$ cat config.mk
export PLATFORM = sky130hd
export DESIGN_NAME = point_polyline_distance_squared
export DESIGN_NICKNAME = d
export VERILOG_FILES = /design/src/rtl/core/ppds_pkg.sv /design/src/rtl/core/ppds_mul.sv /design/src/rtl/core/ppds_div.sv /design/src/rtl/core/point_polyline_distance_squared.sv
export SDC_FILE = /design/constraint.sdc
export NUM_CORES = 2
export LEC_CHECK = 0
export BUFFER_PORTS_ARGS = -buffer_cell sky130_fd_sc_hd__buf_2
export CORE_MARGIN = 2
export CORE_UTILIZATION = 45
export CTS_CLUSTER_SIZE = 28
export DETAILED_ROUTE_END_ITERATION = 6
export SYNTH_ARGS = -nofsm -noshare
export SYNTH_HDL_FRONTEND = slang
export SYNTH_SLANG_ARGS = --single-unit
$ cat constraint.sdc
create_clock -name clk -period 15.1 [get_ports clk]
set_input_delay 0.755 -clock clk [delete_from_list [all_inputs] [get_ports clk]]
set_output_delay 0.755 -clock clk [all_outputs]
set_load 0.005 [all_outputs]
$ cat src/rtl/core/ppds_pkg.sv
// ----------------------------------------------------------------------------
// ppds_pkg
// shared constants and sequencer states for the point to polyline distance
// block
// ----------------------------------------------------------------------------
package ppds_pkg;

  localparam int COORD_BITS_DEF    = 24;
  localparam int FRACTION_BITS_DEF = 16;
  localparam int DIST_BITS         = 50;

  typedef enum logic [4:0] {
    S_IDLE,
    S_DIFF,
    S_LEN_X,
    S_LEN_Y,
    S_DOT_X,
    S_DOT_Y,
    S_DOT_ADD,
    S_CHOOSE,
    S_DIV,
    S_AX,
    S_AY,
    S_PY,
    S_DIST_X,
    S_DIST_Y,
    S_DIST_ADD,
    S_UPDATE,
    S_FINISH
  } ppds_state_t;

endpackage

$ cat src/rtl/core/ppds_mul.sv
// ----------------------------------------------------------------------------
// ppds_mul
// shared signed multiplier with a registered product
// ----------------------------------------------------------------------------
module ppds_mul
  import ppds_pkg::*;
#(
  parameter int WIDTH = 26
) (
  input  logic                      clk,
  input  logic signed [WIDTH-1:0]   a,
  input  logic signed [WIDTH-1:0]   b,
  output logic signed [2*WIDTH-1:0] p
);

  always_ff @(posedge clk) begin
    p <= (2*WIDTH)'(a) * (2*WIDTH)'(b);
  end

endmodule

$ cat src/rtl/core/ppds_div.sv
// ----------------------------------------------------------------------------
// ppds_div
// restoring fraction divider, one quotient bit per cycle, numer < denom
// ----------------------------------------------------------------------------
module ppds_div
  import ppds_pkg::*;
#(
  parameter int NUM_BITS      = 50,
  parameter int FRACTION_BITS = FRACTION_BITS_DEF
) (
  input  logic                     clk,
  input  logic                     rst,
  input  logic                     start,
  input  logic [NUM_BITS-1:0]      numer,
  input  logic [NUM_BITS-1:0]      denom,
  output logic                     busy,
  output logic [FRACTION_BITS-1:0] quotient
);

  localparam int CNT_W = $clog2(FRACTION_BITS + 1);

  logic [NUM_BITS:0]     rem;
  logic [NUM_BITS-1:0]   den;
  logic [CNT_W-1:0]      count;
  logic [NUM_BITS:0]     shifted;
  logic                  take;

  always_comb begin
    shifted = {rem[NUM_BITS-1:0], 1'b0};
    take    = shifted >= (NUM_BITS+1)'(den);
  end

  always_ff @(posedge clk) begin
    if (rst) begin
      busy  <= 1'b0;
      count <= '0;
    end else if (start) begin
      busy  <= 1'b1;
      count <= CNT_W'(FRACTION_BITS);
    end else if (busy) begin
      count <= count - CNT_W'(1);
      if (count == CNT_W'(1)) begin
        busy <= 1'b0;
      end
    end
  end

  always_ff @(posedge clk) begin
    if (start) begin
      rem      <= (NUM_BITS+1)'(numer);
      den      <= denom;
      quotient <= '0;
    end else if (busy) begin
      rem      <= take ? shifted - (NUM_BITS+1)'(den) : shifted;
      quotient <= {quotient[FRACTION_BITS-2:0], take};
    end
  end

endmodule

$ cat src/rtl/core/point_polyline_distance_squared.sv
// ----------------------------------------------------------------------------
// point_polyline_distance_squared
// running minimum squared distance from a query point to a 2d polyline,
// vertices arriving one per request
//
//   channel  signals                         direction  carries
//   in       in_valid / in_stall             input      one vertex and query
//   out      out_valid / out_stall           output     minimum, segment flag
//
// a vertex that closes a segment runs the 16-bit fraction divider only when
// the projection does not land on an end point; a first vertex is only
// stored. the shared multiplier forms every product in turn. the result
// sits in an output register, so the next request is taken while it waits;
// a request that also ends a polyline holds the block until that result is taken.
// reset is synchronous and clears the sequencer, the previous vertex (to
// 0,0), the running minimum (to all ones) and the segment flag.
// ----------------------------------------------------------------------------
module point_polyline_distance_squared
  import ppds_pkg::*;
#(
  parameter int COORD_BITS    = COORD_BITS_DEF,
  parameter int FRACTION_BITS = FRACTION_BITS_DEF
) (
  input  logic                         clk,
  input  logic                         rst,
  input  logic                         in_valid,
  output logic                         in_stall,
  input  logic signed [COORD_BITS-1:0] query_x,
  input  logic signed [COORD_BITS-1:0] query_y,
  input  logic signed [COORD_BITS-1:0] vertex_x,
  input  logic signed [COORD_BITS-1:0] vertex_y,
  input  logic                         first_vertex,
  input  logic                         last_vertex,
  output logic                         out_valid,
  input  logic                         out_stall,
  output logic [DIST_BITS-1:0]         min_distance_sq,
  output logic                         segment_seen
);

  localparam int D      = COORD_BITS + 1;
  localparam int MW     = (COORD_BITS + 2 > FRACTION_BITS + 1) ?
                          COORD_BITS + 2 : FRACTION_BITS + 1;
  localparam int LEN_W  = 2 * COORD_BITS + 2;
  localparam int DOT_W  = 2 * COORD_BITS + 3;
  localparam int SUM_W  = 2 * COORD_BITS + 2;
  localparam int WIDE_W = (SUM_W > DIST_BITS) ? SUM_W : DIST_BITS;
  localparam int PR_W   = COORD_BITS + FRACTION_BITS + 2;
  localparam int R_W    = PR_W - FRACTION_BITS;
  localparam int PT_W   = COORD_BITS + 3;
  localparam logic [PR_W-1:0] HALF = PR_W'(1) << (FRACTION_BITS - 1);

  ppds_state_t state, state_next;

  logic signed [COORD_BITS-1:0] qx, qy, vx, vy;
  logic                         last;
  logic signed [COORD_BITS-1:0] prev_x, prev_y;
  logic [DIST_BITS-1:0]         best;
  logic                         have_segment;

  logic signed [D-1:0]     dx, dy, wx, wy;
  logic [LEN_W-1:0]        len;
  logic signed [DOT_W-1:0] dot;
  logic [FRACTION_BITS-1:0] alpha;
  logic signed [D-1:0]     px, py;
  logic [SUM_W-1:0]        dsum;

  logic signed [MW-1:0]    mul_a, mul_b;
  logic signed [2*MW-1:0]  prod;

  logic                     div_start, div_busy;
  logic [FRACTION_BITS-1:0] div_q;

  logic signed [D:0]       adx, ady;
  logic signed [D-1:0]     ex, ey;
  logic [PR_W-1:0]         rsum;
  logic [R_W-1:0]          r;
  logic signed [PT_W-1:0]  pt_x, pt_y;
  logic                    dot_le0, dot_ge_len;
  logic [WIDE_W-1:0]       wide;
  logic [DIST_BITS-1:0]    sat;
  logic                    accept, out_free;

  ppds_mul #(.WIDTH(MW)) u_mul (
    .clk (clk),
    .a   (mul_a),
    .b   (mul_b),
    .p   (prod)
  );

  ppds_div #(.NUM_BITS(LEN_W), .FRACTION_BITS(FRACTION_BITS)) u_div (
    .clk      (clk),
    .rst      (rst),
    .start    (div_start),
    .numer    (dot[LEN_W-1:0]),
    .denom    (len),
    .busy     (div_busy),
    .quotient (div_q)
  );

  always_comb begin
    in_stall   = (state != S_IDLE);
    accept     = in_valid && !in_stall;
    out_free   = !out_valid || !out_stall;
    adx        = dx[D-1] ? -(D+1)'(dx) : (D+1)'(dx);
    ady        = dy[D-1] ? -(D+1)'(dy) : (D+1)'(dy);
    ex         = D'(qx) - px;
    ey         = D'(qy) - py;
    rsum       = prod[PR_W-1:0] + HALF;
    r          = rsum[PR_W-1:FRACTION_BITS];
    pt_x       = dx[D-1] ? PT_W'(prev_x) - $signed({1'b0, r})
                         : PT_W'(prev_x) + $signed({1'b0, r});
    pt_y       = dy[D-1] ? PT_W'(prev_y) - $signed({1'b0, r})
                         : PT_W'(prev_y) + $signed({1'b0, r});
    dot_le0    = dot[DOT_W-1] || (dot == '0);
    dot_ge_len = dot[LEN_W-1:0] >= len;
    wide       = WIDE_W'(dsum);
    sat        = (wide > WIDE_W'({DIST_BITS{1'b1}})) ? {DIST_BITS{1'b1}}
                                                     : wide[DIST_BITS-1:0];
  end

  always_ff @(posedge clk) begin
    if (rst) begin
      state <= S_IDLE;
    end else begin
      state <= state_next;
    end
  end

  always_comb begin
    state_next = state;
    mul_a      = '0;
    mul_b      = '0;
    div_start  = 1'b0;
    unique case (state)
      S_IDLE: begin
        if (accept) begin
          state_next = first_vertex ? S_FINISH : S_DIFF;
        end
      end
      S_DIFF:    state_next = S_LEN_X;
      S_LEN_X: begin
        mul_a      = MW'(dx);
        mul_b      = MW'(dx);
        state_next = S_LEN_Y;
      end
      S_LEN_Y: begin
        mul_a      = MW'(dy);
        mul_b      = MW'(dy);
        state_next = S_DOT_X;
      end
      S_DOT_X: begin
        mul_a      = MW'(wx);
        mul_b      = MW'(dx);
        state_next = S_DOT_Y;
      end
      S_DOT_Y: begin
        mul_a      = MW'(wy);
        mul_b      = MW'(dy);
        state_next = S_DOT_ADD;
      end
      S_DOT_ADD: state_next = S_CHOOSE;
      S_CHOOSE: begin
        if (len == '0 || dot_le0 || dot_ge_len) begin
          state_next = S_DIST_X;
        end else begin
          div_start  = 1'b1;
          state_next = S_DIV;
        end
      end
      S_DIV: begin
        if (!div_busy) begin
          state_next = S_AX;
        end
      end
      S_AX: begin
        mul_a      = MW'(adx);
        mul_b      = MW'($signed({1'b0, alpha}));
        state_next = S_AY;
      end
      S_AY: begin
        mul_a      = MW'(ady);
        mul_b      = MW'($signed({1'b0, alpha}));
        state_next = S_PY;
      end
      S_PY:      state_next = S_DIST_X;
      S_DIST_X: begin
        mul_a      = MW'(ex);
        mul_b      = MW'(ex);
        state_next = S_DIST_Y;
      end
      S_DIST_Y: begin
        mul_a      = MW'(ey);
        mul_b      = MW'(ey);
        state_next = S_DIST_ADD;
      end
      S_DIST_ADD: state_next = S_UPDATE;
      S_UPDATE:   state_next = S_FINISH;
      S_FINISH: begin
        if (!last || out_free) begin
          state_next = S_IDLE;
        end
      end
      default:    state_next = S_IDLE;
    endcase
  end

  // segment state and output register
  always_ff @(posedge clk) begin
    if (rst) begin
      prev_x       <= '0;
      prev_y       <= '0;
      best         <= {DIST_BITS{1'b1}};
      have_segment <= 1'b0;
      out_valid    <= 1'b0;
    end else begin
      if (state == S_FINISH && last && out_free) begin
        out_valid <= 1'b1;
      end else if (out_valid && !out_stall) begin
        out_valid <= 1'b0;
      end
      if (accept && first_vertex) begin
        best         <= {DIST_BITS{1'b1}};
        have_segment <= 1'b0;
      end
      if (state == S_UPDATE) begin
        if (sat < best) begin
          best <= sat;
        end
        have_segment <= 1'b1;
      end
      if (state == S_FINISH && (!last || out_free)) begin
        prev_x <= vx;
        prev_y <= vy;
      end
    end
  end

  always_ff @(posedge clk) begin
    if (state == S_FINISH && last && out_free) begin
      min_distance_sq <= best;
      segment_seen    <= have_segment;
    end
  end

  // datapath registers
  always_ff @(posedge clk) begin
    if (accept) begin
      qx   <= query_x;
      qy   <= query_y;
      vx   <= vertex_x;
      vy   <= vertex_y;
      last <= last_vertex;
    end
    unique case (state)
      S_DIFF: begin
        dx <= D'(vx) - D'(prev_x);
        dy <= D'(vy) - D'(prev_y);
        wx <= D'(qx) - D'(prev_x);
        wy <= D'(qy) - D'(prev_y);
      end
      S_LEN_Y:    len  <= prod[LEN_W-1:0];
      S_DOT_X:    len  <= len + prod[LEN_W-1:0];
      S_DOT_Y:    dot  <= $signed(prod[DOT_W-1:0]);
      S_DOT_ADD:  dot  <= dot + $signed(prod[DOT_W-1:0]);
      S_CHOOSE: begin
        if (len == '0 || dot_le0) begin
          px <= D'(prev_x);
          py <= D'(prev_y);
        end else if (dot_ge_len) begin
          px <= D'(vx);
          py <= D'(vy);
        end
      end
      S_DIV: begin
        if (!div_busy) begin
          alpha <= div_q;
        end
      end
      S_AY:       px   <= pt_x[D-1:0];
      S_PY:       py   <= pt_y[D-1:0];
      S_DIST_Y:   dsum <= prod[SUM_W-1:0];
      S_DIST_ADD: dsum <= dsum + prod[SUM_W-1:0];
      default: begin
      end
    endcase
  end

endmodule

==> metrics.yaml <==
worst_setup_path:
  crit_family: "adder cells"
  required_ns: 15.68
  timing.rr.end: "u_mul.p[50]"
  cp.depth: 41
  critical_path_class: "reg -> reg"
  endpoint: "u_mul.p[50]"
  cp_max_fo: 24
  slowest_delay_ns: 0.63
  reg2reg_slack_ns: 3.61
  setup.worst_path.start_class: "register"
  arrival_ns: 12.07
  startpoint: "qy[0]"
  ff2ff_path_depth: 41
  critPathBufInv: 8
  end_kind: "register"
  crit_slowest_cell: "fa_1"
  r2r-start: "qy[0]"
logic_synthesis:
  syn-instance-count: 8206
  synthTopCellsByArea: "edfxtp_1 22%, fa_1 19%, ha_1 11%"
  ys_warn_count: 0
  ys_seq_elements: 743
  syn_nets: 9661
  synth_cell_types: 92
  synth_seq_area_share_pct: 27.2
  syn-cell-area_um2: 75400
  ys_async_sr_fraction_pct: 0
  synth_top_area_share_pct: 22.5
  synth_largest_area_cell: "edfxtp_1"
  synth_ff_type: "edfxtp_1"
  synth_edf_count: 565
  avgSynthCellArea_um2: 9.19
cts:
  cts_sinks: 743
  path_clk_slew_ns: 0.06
  cts_resized: 0
  postCtsSetupBuffers: 0
  htree_levels: 3
  cts_buffers: 87
  clockBufferDepth: 3
  tritoncts: "built"
  clk_latency_ns: 0.72
  cts_root_buf: "clkbuf_16"
  cts_hold_buf: 0
global_routing:
  grt_util_all_layers_pct: 28.8
  grt_pass1_wl_um: 372000
  grt_max_degree: 109
  antenna_found_initial: 12
  grt-ovfl-total: 0
  first_global_vias: 60800
routing:
  wl_um: 246000
  ant_nets: 0
  vias: 60100
  avgRoutedWirePerCell_um: 23.4
  drc: 0
  viasPerCell: 5.72
  drtPass1Iterations: 6
  drt_iter0_drc: 4763
timing:
  slew_headroom_pct: 7.86
  timing.fmax_mhz: 87.0
  rsz0062_at_grt: "no"
  final_hold_viol_count: 0
  slew_violations: 0
  finalClockSkew_ns: 0.0296
  setup_viol: 0
  period_needed_ns: 11.49
  worstMarginPinSlew_ns: 1.38
  fin_crit_sh_pct: 76.1
  tns_ns: 0
place:
  io_buffers: 154
  dp.cells: 10300
  place.gp.congestion: 0.950
  dp_hpwl_um: 191000
run_status:
  status: "finished clean"
finish:
  drive_above_1_share_pct: 6.32
  layout_commonest_cell: "inv_1"
  fin_nets: 9680
  area_delta_synth_final_pct: 8.37
  instances_no_fill: 10500
  n_fill_cell: 15600
  final_cell_mix: "1069 x inv_1, 1048 x nand2_1, 714 x fa_1, 639 x ha_1, 565 x edfxtp_1"
worst_hold_path:
  hold_class: "in -> reg"
die:
  start_util_pct: 45.2
  fp.dieW_um: 413
  die_area_um2: 171000
  rows: 150
  io_pins: 155
  coreArea_um2: 167000
  die_h_um: 413
power_and_ir_drop:
  max-vdd-ir-drop_v: 0.000104
  p_leak_nw: 37.1
  power_density_nw_per_um2: 94.5
run:
  maxCapViolations: 0
## synthesized netlist by cell type, types with 178 or more instances
library cell,instances
dfxtp_1,178
xor2_1,181
clkbuf_1,314
fa_1,714
edfxtp_1,565
o21ai_0,469
xnor2_1,291
a21o_1,219
a21oi_1,479
inv_1,1069
ha_1,639
nand2_1,1051
nor2_1,412
## kinds of logic after synthesis
family	share of synthesized area, %
simple gates	14.3
compound gates	15.1
buf+inv	7.08
fa+ha+maj	29.6
flops	27.2
xor+xnor	5.51
mux	1.25
## cell type report
type                       count  area, um2  share of cell area (%)
antenna                        2       5.00                 0.00612
clock buffer                 107       2440                    2.98
clock inverter                51        583                   0.713
inverter                    1070       4020                    4.91
multi-input combinational   6048      49700                    60.8
sequential                   743      20500                    25.1
tap                         2204       2760                    3.37
timing repair buffer         275       1680                    2.06
## sequential cells by signal, indices dropped and copies added, names as in the netlist, 24 cells and up
| register | cells |
|---|---|
| dsum | 50 |
| prev_y | 24 |
| wx | 25 |
| u_mul.p | 51 |
| wy | 25 |
| u_div.den | 50 |
| dy | 25 |
| min_distance_sq | 50 |
| py | 25 |
| px | 25 |
| dot | 51 |
| qy | 24 |
| prev_x | 24 |
| best | 50 |
| u_div.rem | 50 |
| len | 50 |
| dx | 25 |
| vy | 24 |
| qx | 24 |
| vx | 24 |
## report_power, final
group | total [mW] | switching (mW) | internal (mW)
Sequential | 2.50 | 0.153 | 2.34
Combinational | 2.96 | 1.88 | 1.08
Clock | 2.27 | 0.952 | 1.31
Total | 7.73 | 2.99 | 4.74
## per-stage QoR
stage / setup slack, ns / power (mW) / hold slack, ns / utilization (%) / instance area, um2
after detailed placement: 3.71 / 5.43 / 0.422 / 47.2 / 78700
after global placement: 3.76 / 5.40 / 0.415 / 47.2 / 78700
after CTS: 3.68 / 7.72 / 0.184 / 49.0 / 81700
after global routing: 2.85 / 8.12 / 0.187 / 49.0 / 81700
final: 3.61 / 7.73 / 0.224 / 49.0 / 81700
after floorplan: 5.19 / 4.46 / 0.408 / - / 75400
## worst reg2reg max path: cells and delay by family (launching register included)
kind	cells	cell delay, ns
compound gates	15	3.76
xor+xnor	2	0.45
fa+ha+maj	10	4.69
buf+inv	8	0.68
flops	1	0.37
simple gates	6	1.39
## routing by layer
layer  GRT usage (%)  share of wire, %  up-vias
met5               0             0.019        -
met4            13.0               5.3        8
met3            4.75               6.6      501
met2            47.4                47     2070
met1            37.1                42    29700
li1                -                 -    27900
## how the worst min path moves through the flow
stage,cells after the start,startpoint,slack (ns),endpoint
after floorplan,0,u_div.quotient[15],0.41,alpha[15]
after global placement,0,u_div.quotient[15],0.41,alpha[15]
after detailed placement,0,have_segment,0.42,segment_seen
after CTS,1,last_vertex,0.18,last
after global routing,1,query_x[15],0.19,qx[15]
final,1,query_y[13],0.22,qy[13]
(Power assumes the default switching activity.)
